`src/rtl/dual_motor_ramp_pwm_duty_top_defines.svh`:
```
// assertion macros shared by the dual motor ramp design
`ifndef DUAL_MOTOR_RAMP_PWM_DUTY_TOP_DEFINES_SVH
`define DUAL_MOTOR_RAMP_PWM_DUTY_TOP_DEFINES_SVH

// clocked assertion, disabled while reset is asserted
`define DMRP_ASSERT(lbl, prop, msg) \
  lbl: assert property (@(posedge clk_i) disable iff (!rst_ni) (prop)) else $error(msg);

// same-cycle implication
`define DMRP_ASSERT_IMP(lbl, ante, cons, msg) \
  `DMRP_ASSERT(lbl, (ante) |-> (cons), msg)

// next-cycle implication
`define DMRP_ASSERT_NXT(lbl, ante, cons, msg) \
  `DMRP_ASSERT(lbl, (ante) |=> (cons), msg)

`endif

```
`src/rtl/dmrp_pkg.sv`:
```
// shared types and constants for the dual motor ramp and duty block
`default_nettype none

package dmrp_pkg;

  // field widths
  localparam int SPEED_W  = 15;
  localparam int RAMP_W   = 14;
  localparam int OFFSET_W = 11;
  localparam int DUTY_W   = 12;
  localparam int MAG_W    = 14;
  localparam int CFG_W    = 14;

  // limits and reset values
  localparam logic signed [SPEED_W-1:0] SPEED_LIMIT = 15'sd10000;
  localparam logic [DUTY_W-1:0]   DUTY_MAX     = 12'd4095;
  localparam logic [RAMP_W-1:0]   RAMP_RESET   = 14'd60;
  localparam logic [OFFSET_W-1:0] OFFSET_RESET = 11'd50;

  // duty scale default and fixed-point shift for the divide by 100
  localparam int DUTY_SCALE_DEF = 24;
  localparam int RECIP_SHIFT    = 20;

  // item operation codes
  typedef enum logic {
    OP_TICK = 1'b0,
    OP_SET  = 1'b1
  } dmrp_op_e;

  // motor selection
  typedef enum logic {
    MOTOR_RIGHT = 1'b0,
    MOTOR_LEFT  = 1'b1
  } dmrp_motor_e;

  // configuration register indexes
  typedef enum logic {
    REG_RAMP_STEP = 1'b0,
    REG_DEADBAND  = 1'b1
  } dmrp_reg_e;

  // per-motor control strobes
  typedef struct packed {
    logic set_en;
    logic tick_en;
  } dmrp_ctrl_t;

endpackage

`default_nettype wire

```
`src/rtl/dual_motor_ramp_pwm_duty_top.sv`:
```
// Dual motor slew-limited ramp with bipolar PWM duty outputs.
// A tick item passes the input register, then its result loads into the result register.
// Throughput: one item per cycle unless a tick item must wait on an untaken result.
// Set items update the target store and give no result.
// Reset (async, active low): ramp_step 60, deadband_offset 50, all stores zero, pipe empty.
`default_nettype none
`include "dual_motor_ramp_pwm_duty_top_defines.svh"

module dual_motor_ramp_pwm_duty_top
  import dmrp_pkg::*;
#(
  parameter int DUTY_SCALE = DUTY_SCALE_DEF
) (
  input  wire logic                      clk_i,
  input  wire logic                      rst_ni,
  // configuration write port
  input  wire logic                      cfg_we_i,
  input  wire logic                      cfg_index_i,
  input  wire logic [CFG_W-1:0]          cfg_data_i,
  // input items
  input  wire logic                      in_valid_i,
  output logic                           in_ready_o,
  input  wire logic                      operation_i,
  input  wire logic                      motor_select_i,
  input  wire logic signed [SPEED_W-1:0] target_speed_i,
  // result items
  output logic                           out_valid_o,
  input  wire logic                      out_ready_i,
  output logic [DUTY_W-1:0]              right_high_duty_o,
  output logic [DUTY_W-1:0]              right_low_duty_o,
  output logic [DUTY_W-1:0]              left_high_duty_o,
  output logic [DUTY_W-1:0]              left_low_duty_o,
  output logic signed [SPEED_W-1:0]      right_command_o,
  output logic signed [SPEED_W-1:0]      left_command_o
);

  logic [RAMP_W-1:0]         ramp_step_q, ramp_step_d;
  logic [OFFSET_W-1:0]       offset_q, offset_d;
  logic                      s1_valid_q, s1_valid_d;
  dmrp_op_e                  s1_op_q;
  dmrp_motor_e               s1_sel_q;
  logic signed [SPEED_W-1:0] s1_tgt_q;
  logic                      res_valid_q, res_valid_d;
  logic                      in_fire;
  logic                      s1_fire;
  logic                      tick_fire;
  dmrp_ctrl_t                ctrl_r, ctrl_l;
  logic signed [SPEED_W-1:0] cmd_r, cmd_l;
  logic [DUTY_W-1:0]         hi_r, lo_r, hi_l, lo_l;

  // configuration register decode
  always_comb begin
    ramp_step_d = ramp_step_q;
    offset_d    = offset_q;
    if (cfg_we_i) begin
      unique case (dmrp_reg_e'(cfg_index_i))
        REG_RAMP_STEP: ramp_step_d = cfg_data_i[RAMP_W-1:0];
        REG_DEADBAND:  offset_d    = cfg_data_i[OFFSET_W-1:0];
        default: ;
      endcase
    end
  end

  // handshake: input register moves on unless a tick would overwrite a waiting result
  always_comb begin
    s1_fire    = s1_valid_q && ((s1_op_q == OP_SET) || !res_valid_q || out_ready_i);
    in_ready_o = !s1_valid_q || s1_fire;
    in_fire    = in_valid_i && in_ready_o;
    tick_fire  = s1_fire && (s1_op_q == OP_TICK);
  end

  // valid flags
  always_comb begin
    s1_valid_d = s1_valid_q;
    if (in_fire) begin
      s1_valid_d = 1'b1;
    end else if (s1_fire) begin
      s1_valid_d = 1'b0;
    end
    res_valid_d = res_valid_q;
    if (tick_fire) begin
      res_valid_d = 1'b1;
    end else if (out_ready_i) begin
      res_valid_d = 1'b0;
    end
  end

  // per-motor strobes
  always_comb begin
    ctrl_r.set_en  = s1_fire && (s1_op_q == OP_SET) && (s1_sel_q == MOTOR_RIGHT);
    ctrl_r.tick_en = tick_fire;
    ctrl_l.set_en  = s1_fire && (s1_op_q == OP_SET) && (s1_sel_q == MOTOR_LEFT);
    ctrl_l.tick_en = tick_fire;
  end

  // motor channels
  dmrp_motor u_motor_r (
    .clk_i       (clk_i),
    .rst_ni      (rst_ni),
    .ctrl_i      (ctrl_r),
    .target_i    (s1_tgt_q),
    .ramp_step_i (ramp_step_q),
    .cmd_next_o  (cmd_r)
  );

  dmrp_motor u_motor_l (
    .clk_i       (clk_i),
    .rst_ni      (rst_ni),
    .ctrl_i      (ctrl_l),
    .target_i    (s1_tgt_q),
    .ramp_step_i (ramp_step_q),
    .cmd_next_o  (cmd_l)
  );

  // duty mapping
  dmrp_duty #(
    .DUTY_SCALE (DUTY_SCALE)
  ) u_duty_r (
    .cmd_i    (cmd_r),
    .offset_i (offset_q),
    .high_o   (hi_r),
    .low_o    (lo_r)
  );

  dmrp_duty #(
    .DUTY_SCALE (DUTY_SCALE)
  ) u_duty_l (
    .cmd_i    (cmd_l),
    .offset_i (offset_q),
    .high_o   (hi_l),
    .low_o    (lo_l)
  );

  // control registers
  always_ff @(posedge clk_i or negedge rst_ni) begin
    if (!rst_ni) begin
      ramp_step_q <= RAMP_RESET;
      offset_q    <= OFFSET_RESET;
      s1_valid_q  <= 1'b0;
      res_valid_q <= 1'b0;
    end else begin
      ramp_step_q <= ramp_step_d;
      offset_q    <= offset_d;
      s1_valid_q  <= s1_valid_d;
      res_valid_q <= res_valid_d;
    end
  end

  // input item register
  always_ff @(posedge clk_i) begin
    if (in_fire) begin
      s1_op_q  <= dmrp_op_e'(operation_i);
      s1_sel_q <= dmrp_motor_e'(motor_select_i);
      s1_tgt_q <= target_speed_i;
    end
  end

  // result register
  always_ff @(posedge clk_i) begin
    if (tick_fire) begin
      right_high_duty_o <= hi_r;
      right_low_duty_o  <= lo_r;
      left_high_duty_o  <= hi_l;
      left_low_duty_o   <= lo_l;
      right_command_o   <= cmd_r;
      left_command_o    <= cmd_l;
    end
  end

  assign out_valid_o = res_valid_q;

  // checks
  `DMRP_ASSERT_IMP(a_cmd_range, res_valid_q, (right_command_o <= SPEED_LIMIT) && (right_command_o >= -SPEED_LIMIT) && (left_command_o <= SPEED_LIMIT) && (left_command_o >= -SPEED_LIMIT), "command out of range")
  `DMRP_ASSERT_IMP(a_idle_equal, res_valid_q && (right_command_o == '0), right_high_duty_o == right_low_duty_o, "zero command gives unequal duties")
  `DMRP_ASSERT_NXT(a_tick_result, tick_fire, res_valid_q, "tick item gave no result")
  `DMRP_ASSERT_NXT(a_set_silent, s1_fire && (s1_op_q == OP_SET) && (!res_valid_q || out_ready_i), !res_valid_q, "set item gave a result")
  `DMRP_ASSERT_NXT(a_s1_hold, s1_valid_q && !s1_fire, s1_valid_q, "held item lost")

endmodule

`default_nettype wire

```
`src/rtl/dmrp_motor.sv`:
```
// one motor channel: target and command store with slew-limited update
`default_nettype none

module dmrp_motor
  import dmrp_pkg::*;
(
  input  wire logic                      clk_i,
  input  wire logic                      rst_ni,
  input  wire dmrp_ctrl_t                ctrl_i,
  input  wire logic signed [SPEED_W-1:0] target_i,
  input  wire logic [RAMP_W-1:0]         ramp_step_i,
  output logic signed [SPEED_W-1:0]      cmd_next_o
);

  logic signed [SPEED_W-1:0] target_q, target_d;
  logic signed [SPEED_W-1:0] command_q;
  logic signed [SPEED_W+1:0] diff;
  logic signed [SPEED_W+1:0] step_ext;
  logic signed [SPEED_W+1:0] step_up;
  logic signed [SPEED_W+1:0] step_dn;

  // saturate a new target to the speed range
  always_comb begin
    if (target_i > SPEED_LIMIT) begin
      target_d = SPEED_LIMIT;
    end else if (target_i < -SPEED_LIMIT) begin
      target_d = -SPEED_LIMIT;
    end else begin
      target_d = target_i;
    end
  end

  // move toward the target by at most one step, stopping on it
  always_comb begin
    step_ext = $signed({3'b000, ramp_step_i});
    diff     = 17'(target_q) - 17'(command_q);
    step_up  = 17'(command_q) + step_ext;
    step_dn  = 17'(command_q) - step_ext;
    if (diff > step_ext) begin
      cmd_next_o = step_up[SPEED_W-1:0];
    end else if (diff < -step_ext) begin
      cmd_next_o = step_dn[SPEED_W-1:0];
    end else begin
      cmd_next_o = target_q;
    end
  end

  // state update
  always_ff @(posedge clk_i or negedge rst_ni) begin
    if (!rst_ni) begin
      target_q  <= '0;
      command_q <= '0;
    end else begin
      if (ctrl_i.set_en) begin
        target_q <= target_d;
      end
      if (ctrl_i.tick_en) begin
        command_q <= cmd_next_o;
      end
    end
  end

endmodule

`default_nettype wire

```
`src/rtl/dmrp_duty.sv`:
```
// bipolar duty mapping of one motor command onto its bridge sides
`default_nettype none

module dmrp_duty
  import dmrp_pkg::*;
#(
  parameter int DUTY_SCALE = DUTY_SCALE_DEF
) (
  input  wire logic signed [SPEED_W-1:0] cmd_i,
  input  wire logic [OFFSET_W-1:0]       offset_i,
  output logic [DUTY_W-1:0]              high_o,
  output logic [DUTY_W-1:0]              low_o
);

  // scale/100 as one multiply by a rounded-up reciprocal; exact for |cmd| <= 10000
  localparam int RECIP   = (DUTY_SCALE * (2 ** RECIP_SHIFT) + 99) / 100;
  localparam int RECIP_W = $clog2(RECIP + 1);
  localparam int PROD_W  = MAG_W + RECIP_W;
  localparam int Q_W     = $clog2(DUTY_SCALE * 100 + 1);
  localparam int SUM_W   = ((Q_W > OFFSET_W) ? Q_W : OFFSET_W) + 1;

  logic [MAG_W-1:0]  mag;
  logic [SPEED_W-1:0] neg_cmd;
  logic [PROD_W-1:0] prod;
  logic [Q_W-1:0]    scaled;
  logic [SUM_W-1:0]  sum;
  logic [DUTY_W-1:0] driven;
  logic [DUTY_W-1:0] idle;

  // magnitude of the command
  always_comb begin
    neg_cmd = -cmd_i;
    mag     = cmd_i[SPEED_W-1] ? neg_cmd[MAG_W-1:0] : cmd_i[MAG_W-1:0];
  end

  // scale, add offset, saturate
  always_comb begin
    prod   = PROD_W'(mag) * PROD_W'(RECIP);
    scaled = Q_W'(prod >> RECIP_SHIFT);
    sum    = SUM_W'(scaled) + SUM_W'(offset_i);
    driven = (sum > SUM_W'(DUTY_MAX)) ? DUTY_MAX : sum[DUTY_W-1:0];
    idle   = DUTY_W'(offset_i);
  end

  // driven side follows the sign, idle side gets the offset
  assign high_o = (!cmd_i[SPEED_W-1] && (cmd_i != '0)) ? driven : idle;
  assign low_o  = cmd_i[SPEED_W-1] ? driven : idle;

endmodule

`default_nettype wire
```
`config.mk`:
```
export PLATFORM = sky130hd
export DESIGN_NAME = dual_motor_ramp_pwm_duty_top
export DESIGN_NICKNAME = d
export VERILOG_FILES = /design/src/rtl/dmrp_pkg.sv /design/src/rtl/dual_motor_ramp_pwm_duty_top.sv /design/src/rtl/dmrp_motor.sv /design/src/rtl/dmrp_duty.sv
export VERILOG_INCLUDE_DIRS = /design/src /design/src/rtl
export SDC_FILE = /design/constraint.sdc
export NUM_CORES = 1
export LEC_CHECK = 0
export BUFFER_PORTS_ARGS = -buffer_cell sky130_fd_sc_hd__buf_2
export CORE_ASPECT_RATIO = 2
export CORE_UTILIZATION = 55
export CTS_BUF_LIST = sky130_fd_sc_hd__clkbuf_8
export DETAILED_ROUTE_END_ITERATION = 12
export GPL_TIMING_DRIVEN = 0
export HOLD_SLACK_MARGIN = 0.06
export PLACE_DENSITY = 0.72
export SLEW_MARGIN = 5
export SYNTH_ARGS = -nofsm -noshare
export SYNTH_HDL_FRONTEND = slang
export SYNTH_SLANG_ARGS = --single-unit
```
`constraint.sdc`:
```
create_clock -name clk_i -period 33.7 [get_ports clk_i]
set_input_delay 6.74 -clock clk_i [delete_from_list [all_inputs] [get_ports clk_i]]
set_output_delay 6.74 -clock clk_i [all_outputs]
set_load 0.01 [all_outputs]
```
# Word level (Yosys, flattened, before mapping)
# Cells that the tools add are included.
# totals
mem_bits_rw	0
latchBits	0
mem_count	0
ff_bits	182
input_bits	37
out_inout_bits	80
rom_bits	0
elab_cells	84
# op_classes
n_lt_le_gt_ge	8
add_sub_neg	11
muxes	18
n_reduce_logical	21
n_mul	2
n_shift	0
n_div	0
n_eq_ne	0
n_bitwise	3
# ops
cell	count
$mux 15	6
$mul 14x18->32 const B	2
$mux 11	4
$gt 17x15->1	2
$lt 17x17->1	2
$sub 15x15->16	2
$add 15x15->15	2
$reduce_bool 15->1	2
$sub 15x15->15	2
$mux 14	2
$neg 14->14	2
$add 12x11->13	2
$gt 13x12->1 const B	2
$mux 12	2
$neg 14->17	1
$gt 15x15->1 const B	1
$lt 15x15->1 const B	1
$logic_and 1x1->1	8
$logic_not 1->1	4
$mux 1	4
$reduce_and 2->1	2
$reduce_bool 2->1	2
$logic_or 1x1->1	3
$not 1->1	3

# Logic depth before layout (Yosys ltp)
# Gate-level depths: netlist (run 1).
# logic_depth
word_depth	11
mapped_depth	69

# Modules after synthesis
# A second synthesis (run 1) with hierarchy kept.
# unflattened
cells_unflattened	2620
hier_area_um2	24588.6
# by_module_without_submodules
mod	cells_per_inst	seq_area_each_um2	area_per_inst_um2	n_inst
dmrp_duty at u_duty_r	663	0.0	5896.9	1
dmrp_duty at u_duty_l	621	0.0	5626.6	1
dmrp_motor at u_motor_r	610	750.7	4723.3	1
dmrp_motor at u_motor_l	562	750.7	4359.2	1
dual_motor_ramp_pwm_duty_top	164	3537.1	3982.6	1

# Worst setup path before layout (run 1)
# No wires, ideal clock.
# synth_timing
kind	input-to-output
from	input out_ready_i
to	output in_ready_o
t_arrival_ps	7107
cell_stages	3
n_path_buf	0
required_time_ps	26960
path_slack_ps	19853
path_cell_list	nand2b_1 -> nor2_1 -> inv_1
# synth_via
elab_chain_cells	3
# synth_lines
element	line	source
from (decl)	dual_motor_ramp_pwm_duty_top.sv:28	input wire logic out_ready_i,
$logic_or 1x1->1	dual_motor_ramp_pwm_duty_top.sv:66	s1_fire = s1_valid_q && ((s1_op_q == OP_SET) || !res_valid_q || out_ready_i);
$logic_and 1x1->1	dual_motor_ramp_pwm_duty_top.sv:66	
$logic_or 1x1->1	dual_motor_ramp_pwm_duty_top.sv:67	in_ready_o = !s1_valid_q || s1_fire;
to (decl)	dual_motor_ramp_pwm_duty_top.sv:22	output logic in_ready_o,
# No other way between the ends.

# Worst setup path after layout (run 1)
# layout_timing
from	register u_motor_r.command_q[12]
to	register right_low_duty_o[10] (data pin)
# layout_via
elab_chain_cells	11
word_cells_on_any_way	14
cone_classes	5 x add/sub; 1 x mul; 3 x order compare; 5 x mux
# layout_lines
element	line	source
from (decl)	dmrp_motor.sv:16	logic signed [SPEED_W-1:0] command_q;
from (signal assigned)	dmrp_motor.sv:58	command_q <= cmd_next_o;
$sub 15x15->16 *	dmrp_motor.sv:36	diff = 17'(target_q) - 17'(command_q);
$lt 17x17->1	dmrp_motor.sv:41	end else if (diff < -step_ext) begin
$mux 15	dmrp_motor.sv:41	
$mux 15 *	dmrp_motor.sv:39	if (diff > step_ext) begin
via cmd_r[0]	dual_motor_ramp_pwm_duty_top.sv:48	logic signed [SPEED_W-1:0] cmd_r, cmd_l;
$neg 14->14	dmrp_duty.sv:32	neg_cmd = -cmd_i;
$mux 14 *	dmrp_duty.sv:33	mag = cmd_i[SPEED_W-1] ? neg_cmd[MAG_W-1:0] : cmd_i[MAG_W-1:0];
$mul 14x18->32 *	dmrp_duty.sv:38	prod = PROD_W'(mag) * PROD_W'(RECIP);
$add 12x11->13 *	dmrp_duty.sv:40	sum = SUM_W'(scaled) + SUM_W'(offset_i);
$gt 13x12->1	dmrp_duty.sv:41	driven = (sum > SUM_W'(DUTY_MAX)) ? DUTY_MAX : sum[DUTY_W-1:0];
$mux 12 *	dmrp_duty.sv:41	
$mux 11 *	dmrp_duty.sv:47	assign low_o = cmd_i[SPEED_W-1] ? driven : idle;
via lo_r[10]	dual_motor_ramp_pwm_duty_top.sv:49	logic [DUTY_W-1:0] hi_r, lo_r, hi_l, lo_l;
to (signal assigned)	dual_motor_ramp_pwm_duty_top.sv:162	right_low_duty_o <= lo_r;
to (decl)	dual_motor_ramp_pwm_duty_top.sv:30	output logic [DUTY_W-1:0] right_low_duty_o,
# The timed path passes the listed nets; every way through them passes the cells marked *.
# A chain may end at the register's enable or synchronous reset.

==> run metrics, run 1 <==
grt total ovfl=0; clock tree from TritonCTS=done; Initial DRC Count=about 1.2k; I/O Buffers=116; antenna-violating nets left=0; FILL cells=3,756; Post-Synthesis Cells=~2.6k; row cnt=about 110; Final Setup Violations=0; Ys Warns=0; vias post-DR=20.0k; sequential cell area=roughly 5000 um^2; period utilization=about half; Initial Util=between 50% and 60%; Crit Path Category=reg2reg; Most common cell on crit path=a21o_1; area grow syn2layout=7.31%; RSZ-0062 raised after global routing=false; DP HPWL=63.7 mm; EDFF count, synth=95; Routed WL per cell=approximately 24 um; share of the synthesized area in the top cell type=22.3%; Final Max Slew Viols=0; Multi-input gate area=16,800 um^2; Max Cap Viol=0; Setup TNS=0 ns; H-tree levels=4; fraction of layout cells with a size suffix above 1=8.22%; Worst Path Max Fanout=11; synth cell count leaders=inv_1, ha_1, fa_1; largest net degree at the start of global routing=53; floorplan core area=between 40,000 and 50,000 um^2; Syn Nets=3,188; Via density=6.14; initial antenna violation count=3; cell area after synthesis=between 20,000 and 25,000 um^2; GP Congestion=around 1.0; clock-pin slew on the worst setup and hold paths=0.12 ns; Async S/R FF share, synth=between 40% and 50%; Root Driver=clkbuf_8; max incr delay on CP=between 1 and 1.5 ns; latest clock arrival within the worst-skew pair=0.54 ns; global-route wire length before repair=between 100 and 150 mm; mean post-synth cell area=9.30 um^2; relative slew slack=roughly a fifth; CTS buffer count=17; Worst Path Arrival=17.50 ns; measured slew at the worst slew-check pin=1.16 ns; clk buf depth=2; DIE AREA=44,000 um^2; post-CTS setup buffers=0; Cell variety after synth=86; post-synthesis register bit count=182; clock sink count=approximately 180; number of global-route vias before repair=between 20k and 25k; nets=3,326; DRT Wirelength=about 76 mm; post-CTS resize count=0; Worst setup EP type=register; DRC errors left=0; Hold WC Path Type=reg2reg; cts-stage hold buffer count=0; sequential fraction of the synthesis area=21.2%; Die H=296 um; CP Data Required Time=roughly 34 ns; Area contributors post-synth=ha_1, fa_1, edfxtp_1; final hold violations=0; post-route minimum period=17.24 ns; Synth area leader=ha_1; Final Skew=~0.027 ns; outcome=completed; io pins=117; f_max=slightly below 60 MHz; critical path startpoint category=register; Critical-path top delay cell=a2111oi_0; Post-synth top flop=edfxtp_1; DR pass1 iterations=7; die width=149 um; count leader, synth=inv_1; Overall Global Routing Usage=approximately 36%
[final timing paths]
check	cells past startpoint	from	slack (ns)	to
min in group asynchronous	1	rst_ni	6.19	u_motor_r.target_q[5]$_DFFE_PN0P_
hold / removal	2	out_valid_o$_DFFE_PN0P_	0.56	out_valid_o$_DFFE_PN0P_
max in group asynchronous	2	rst_ni	26.76	ramp_step_q[4]$_DFFE_PN1P_
setup reg to reg	58	u_motor_r.command_q[12]$_DFFE_PN0P_	16.46	right_low_duty_o[10]$_DFFE_PP_
setup / recovery	58	u_motor_r.command_q[12]$_DFFE_PN0P_	16.46	right_low_duty_o[10]$_DFFE_PP_
hold reg to reg	2	out_valid_o$_DFFE_PN0P_	0.56	out_valid_o$_DFFE_PN0P_
[through the flow]
step	util [%]	setup slack [ns]	hold slack [ns]	area, um^2	instances
after global placement	58.7	17.21	0.517	25000	3212
after floorplan	-	19.85	0.464	23700	2551
after global routing	59.8	15.76	0.587	25500	3248
after CTS	59.8	16.81	0.568	25500	3247
final	59.8	16.46	0.563	25500	3250
after detailed placement	58.9	16.91	0.536	25100	3215
[area by class of cell]
class                           instances  area share [%]
Multi-Input combinational cell       1872            66.0
Clock buffer                           17           0.919
Buffer                                 56            1.01
Timing Repair Buffer                  119            2.56
Clock inverter                         15           0.560
Tap cell                              545            2.68
Inverter                              441            6.50
Antenna cell                            3          0.0295
Sequential cell                       182            19.8
[layer usage]
layer | up-vias | share of wire, % | track usage (%)
li1 | 9138 | - | -
met1 | 9657 | 32 | 32.7
met2 | 815 | 53 | 66.0
met3 | 346 | 4.8 | 5.75
met4 | 0 | 10 | 33.1
met5 | - | 0 | 0
[kinds of logic after synthesis]
family	Yosys count	synth area share, %
simple gates	518	10.5
compound gates	595	16.9
xor+xnor	121	4.46
flops	182	21.2
fa+ha+maj	600	37.2
buf+inv	497	8.04
mux	38	1.68
[placed cells by master, fill, tap and decap left out, types with 18 or more instances in the layout]
master,count
a211oi_1,18
a21o_1,56
a21oi_1,125
a31oi_1,34
buf_2,120
clkbuf_1,45
dfrtp_1,80
edfxtp_1,95
fa_1,176
ha_1,424
inv_1,439
mux2i_1,23
nand2_1,165
nand2b_1,25
nand3_1,47
nand4_1,24
nor2_1,119
nor2b_1,28
nor3_1,32
o21a_1,21
o21ai_0,154
xnor2_1,90
xor2_1,31
[state kept, by name, summed over array words and instances (netlist names), 14 cells and up]
register	cells
u_motor_l.target_q	15
right_command_o	15
u_motor_r.target_q	15
ramp_step_q	14
left_command_o	15
u_motor_r.command_q	15
u_motor_l.command_q	15
s1_tgt_q	15
[critical path: cells and delay by family (launching register included)]
kind / cells / cell delay [ns]
AOI/OAI and AO/OA: 24 / 5.93
adders and majority gates: 11 / 4.49
buffers and inverters: 10 / 2.33
and+or+nand+nor: 10 / 1.81
xor gates and xnor gates: 2 / 0.99
muxes: 1 / 0.98
DFF: 1 / 0.42
Power of run 1 is not shown: default switching activity piles up to over one toggle a cycle in this logic, so the estimate is an artifact.
==> run 2, diff against run 1 <==
--- a/config.mk
+++ b/config.mk
@@ -13,7 +13,7 @@
 export DETAILED_ROUTE_END_ITERATION = 12
 export GPL_TIMING_DRIVEN = 0
 export HOLD_SLACK_MARGIN = 0.06
-export PLACE_DENSITY = 0.72
+export PLACE_DENSITY = 0.75
 export SLEW_MARGIN = 5
 export SYNTH_ARGS = -nofsm -noshare
 export SYNTH_HDL_FRONTEND = slang
==> constraint.sdc (replaced) <==
create_clock -name clk_i -period 15.6 [get_ports clk_i]
set_input_delay 3.12 -clock clk_i [delete_from_list [all_inputs] [get_ports clk_i]]
set_output_delay 3.12 -clock clk_i [all_outputs]
set_load 0.01 [all_outputs]
==> run metrics, run 2 (synthesized netlist as in run 1, its figures left out) <==
Most common cell on crit path=a21o_1; Worst Path Arrival=15.41 ns (-2.09 ns); period utilization=97.2% (+46 points); clock-pin slew on the worst setup and hold paths=0.11 ns (about the same); Initial Util=55.8% (unchanged); max incr delay on CP=0.63 ns (-0.38 ns); Crit Path Category=reg2reg; hold path cells=2 (unchanged); antenna-violating nets left=0 (unchanged); H-tree levels=4 (unchanged); r2r worst-path depth=58 (unchanged); GP Congestion=1.00 (-0.25%); CP top delay family=compound AO/OA/AOI/OAI gates; final hold violations=0 (unchanged); Bufs and invs on worst path=8 (-2); DRT Wirelength=76.5 mm (about the same); measured slew at the worst slew-check pin=1.15 ns (-0.0169 ns); number of global-route vias before repair=21.3k (+1.9%); Root Driver=clkbuf_8; CP Data Required Time=15.85 ns (-18.11 ns); area grow syn2layout=8.84%; Multi-input gate area=17,000 um^2 (+1.4%); fraction of layout cells with a size suffix above 1=10.1% (+1.9 points); Via density=6.17 (+0.49%); relative slew slack=23.7% (+3.1 points); DP HPWL=63.2 mm (-0.68%); post-route minimum period=15.17 ns (-2.07 ns); latest clock arrival within the worst-skew pair=0.54 ns (about the same); clock tree from TritonCTS=done; reg2reg end=right_high_duty_o[8]$_DFFE_PP_; sequential cell area=5040 um^2 (unchanged); Hold Path End=u_motor_l.target_q[13]$_DFFE_PN0P_; DR pass1 iterations=5 (-2); die width=149 um (unchanged); DRC errors left=0 (unchanged); io pins=117 (unchanged); f_max=65.9 MHz (+14%); DP Area=25,100 um^2 (unchanged); initial antenna violation count=4 (+1); critical path startpoint category=register; floorplan core area=42,600 um^2 (unchanged); Die H=296 um (unchanged); Overall Global Routing Usage=36.3% (+0.60 points); outcome=completed; Worst Path Max Fanout=11 (unchanged); Final Skew=0.0190 ns (-0.00773 ns); most common cell after layout, fill and taps aside=inv_1; flop2flop setup slack=0.43 ns (-16.03 ns); largest net degree at the start of global routing=66 (+25%); Hold WC Path Type=reg2reg; Routed WL per cell=23.4 um (-0.28%); Initial DRC Count=1,153 (-3.2%); Worst setup EP type=register; Final Max Slew Viols=0 (unchanged); vias post-DR=20.1k (+0.86%); I/O Buffers=116 (unchanged); row cnt=107 (unchanged); global-route wire length before repair=117 mm (+1.8%); Critical-path top delay cell=a2111oi_1; clock sink count=182 (unchanged); grt total ovfl=0 (unchanged); Final Setup Violations=0 (unchanged); FILL cells=3,802 (+1.2%); Design Area, Final=25,800 um^2 (+1.4%); RR Startpoint=u_motor_r.target_q[12]$_DFFE_PN0P_; DIE AREA=44,000 um^2 (unchanged); clk buf depth=2 (unchanged); most frequent cells in the layout=inv_1, ha_1, fa_1; HP Start=u_motor_l.target_q[13]$_DFFE_PN0P_; Max Cap Viol=0 (unchanged); nets=3,338 (+0.36%); CTS buffer count=17 (unchanged)
## run 2: cell count changes in the layout (fill, tap and decap cells not counted), moves of 4 or more
cell,before,now
xnor2_2,0,8
clkbuf_1,45,39
clkbuf_2,0,5
xnor2_1,90,81
buf_4,1,14
o221ai_1,12,8
o221ai_2,1,5
## run 2: worst register-to-register path, delay by kind of cell, from the launching register on
family                   cells  cell delay (ns)
AO/OA/AOI/OAI               27             6.62
adder cells (fa/ha/maj)      9             3.69
buffers and inverters        8             1.77
AND/OR/NAND/NOR             10             1.49
XOR/XNOR                     4             0.83
flip-flops                   1             0.50
## run 2: how the worst max path moves through the flow
stage	slack [ns]	from	endpoint	depth (start not counted)
6_report	0.43	u_motor_r.target_q[12]$_DFFE_PN0P_	right_high_duty_o[8]$_DFFE_PP_	58
5_1_grt	-0.06	u_motor_l.target_q[0]$_DFFE_PN0P_	left_high_duty_o[10]$_DFFE_PP_	66
4_1_cts	0.01	u_motor_r.target_q[12]$_DFFE_PN0P_	right_high_duty_o[8]$_DFFE_PP_	59
3_5_place_dp	-0.92	u_motor_r.target_q[12]$_DFFE_PN0P_	right_high_duty_o[8]$_DFFE_PP_	59
3_3_place_gp	-0.91	u_motor_l.target_q[0]$_DFFE_PN0P_	left_low_duty_o[2]$_DFFE_PP_	62
2_1_floorplan	2.43	u_motor_l.target_q[0]$_DFFE_PN0P_	left_low_duty_o[2]$_DFFE_PP_	62
## run 2: metal layers
metal	global-route usage, %	vias to the layer above	share of wire, %
met1	34.0	9720	32
met4	34.9	2	11
li1	-	9148	-
met3	6.71	390	5.0
met2	65.1	867	52
met5	0	-	0.016
## run 2: cell type report
cell class	instances	area share, %
multi-input cells	1872	66.0
flip-flops and latches	182	19.5
inverters	441	6.42
repair buffers	131	2.88
well taps	545	2.64
plain buffers	56	1.05
clock buffers	17	0.906
clock inverters	15	0.605
diodes	3	0.0291
## run 2: stage by stage
| step | instances | util, % | worst slack, ns | hold WS [ns] | setup TNS, ns |
|---|---|---|---|---|---|
| final | 3262 | 60.7 | 0.432 | 0.545 | 0 |
| after global routing | 3260 | 60.7 | -0.0638 | 0.611 | -0.228 |
| after CTS | 3248 | 60.1 | 0.0145 | 0.547 | 0 |
| after detailed placement | 3215 | 58.9 | -0.924 | 0.522 | -24.62 |
| after global placement | 3212 | 58.7 | -0.914 | 0.515 | -35.13 |
| after floorplan | 2551 | - | 2.43 | 0.464 | 0 |
## run 2: timing repair
action                     in CTS  in global routing
hold buffers                    0                  0
gates resized for setup        15                 45
setup buffers                   1                 11
setup endpoints to repair      48                 48
pin swaps                       0                  6
cloned                          0                  0
Power of run 2 is left out for the same reason.
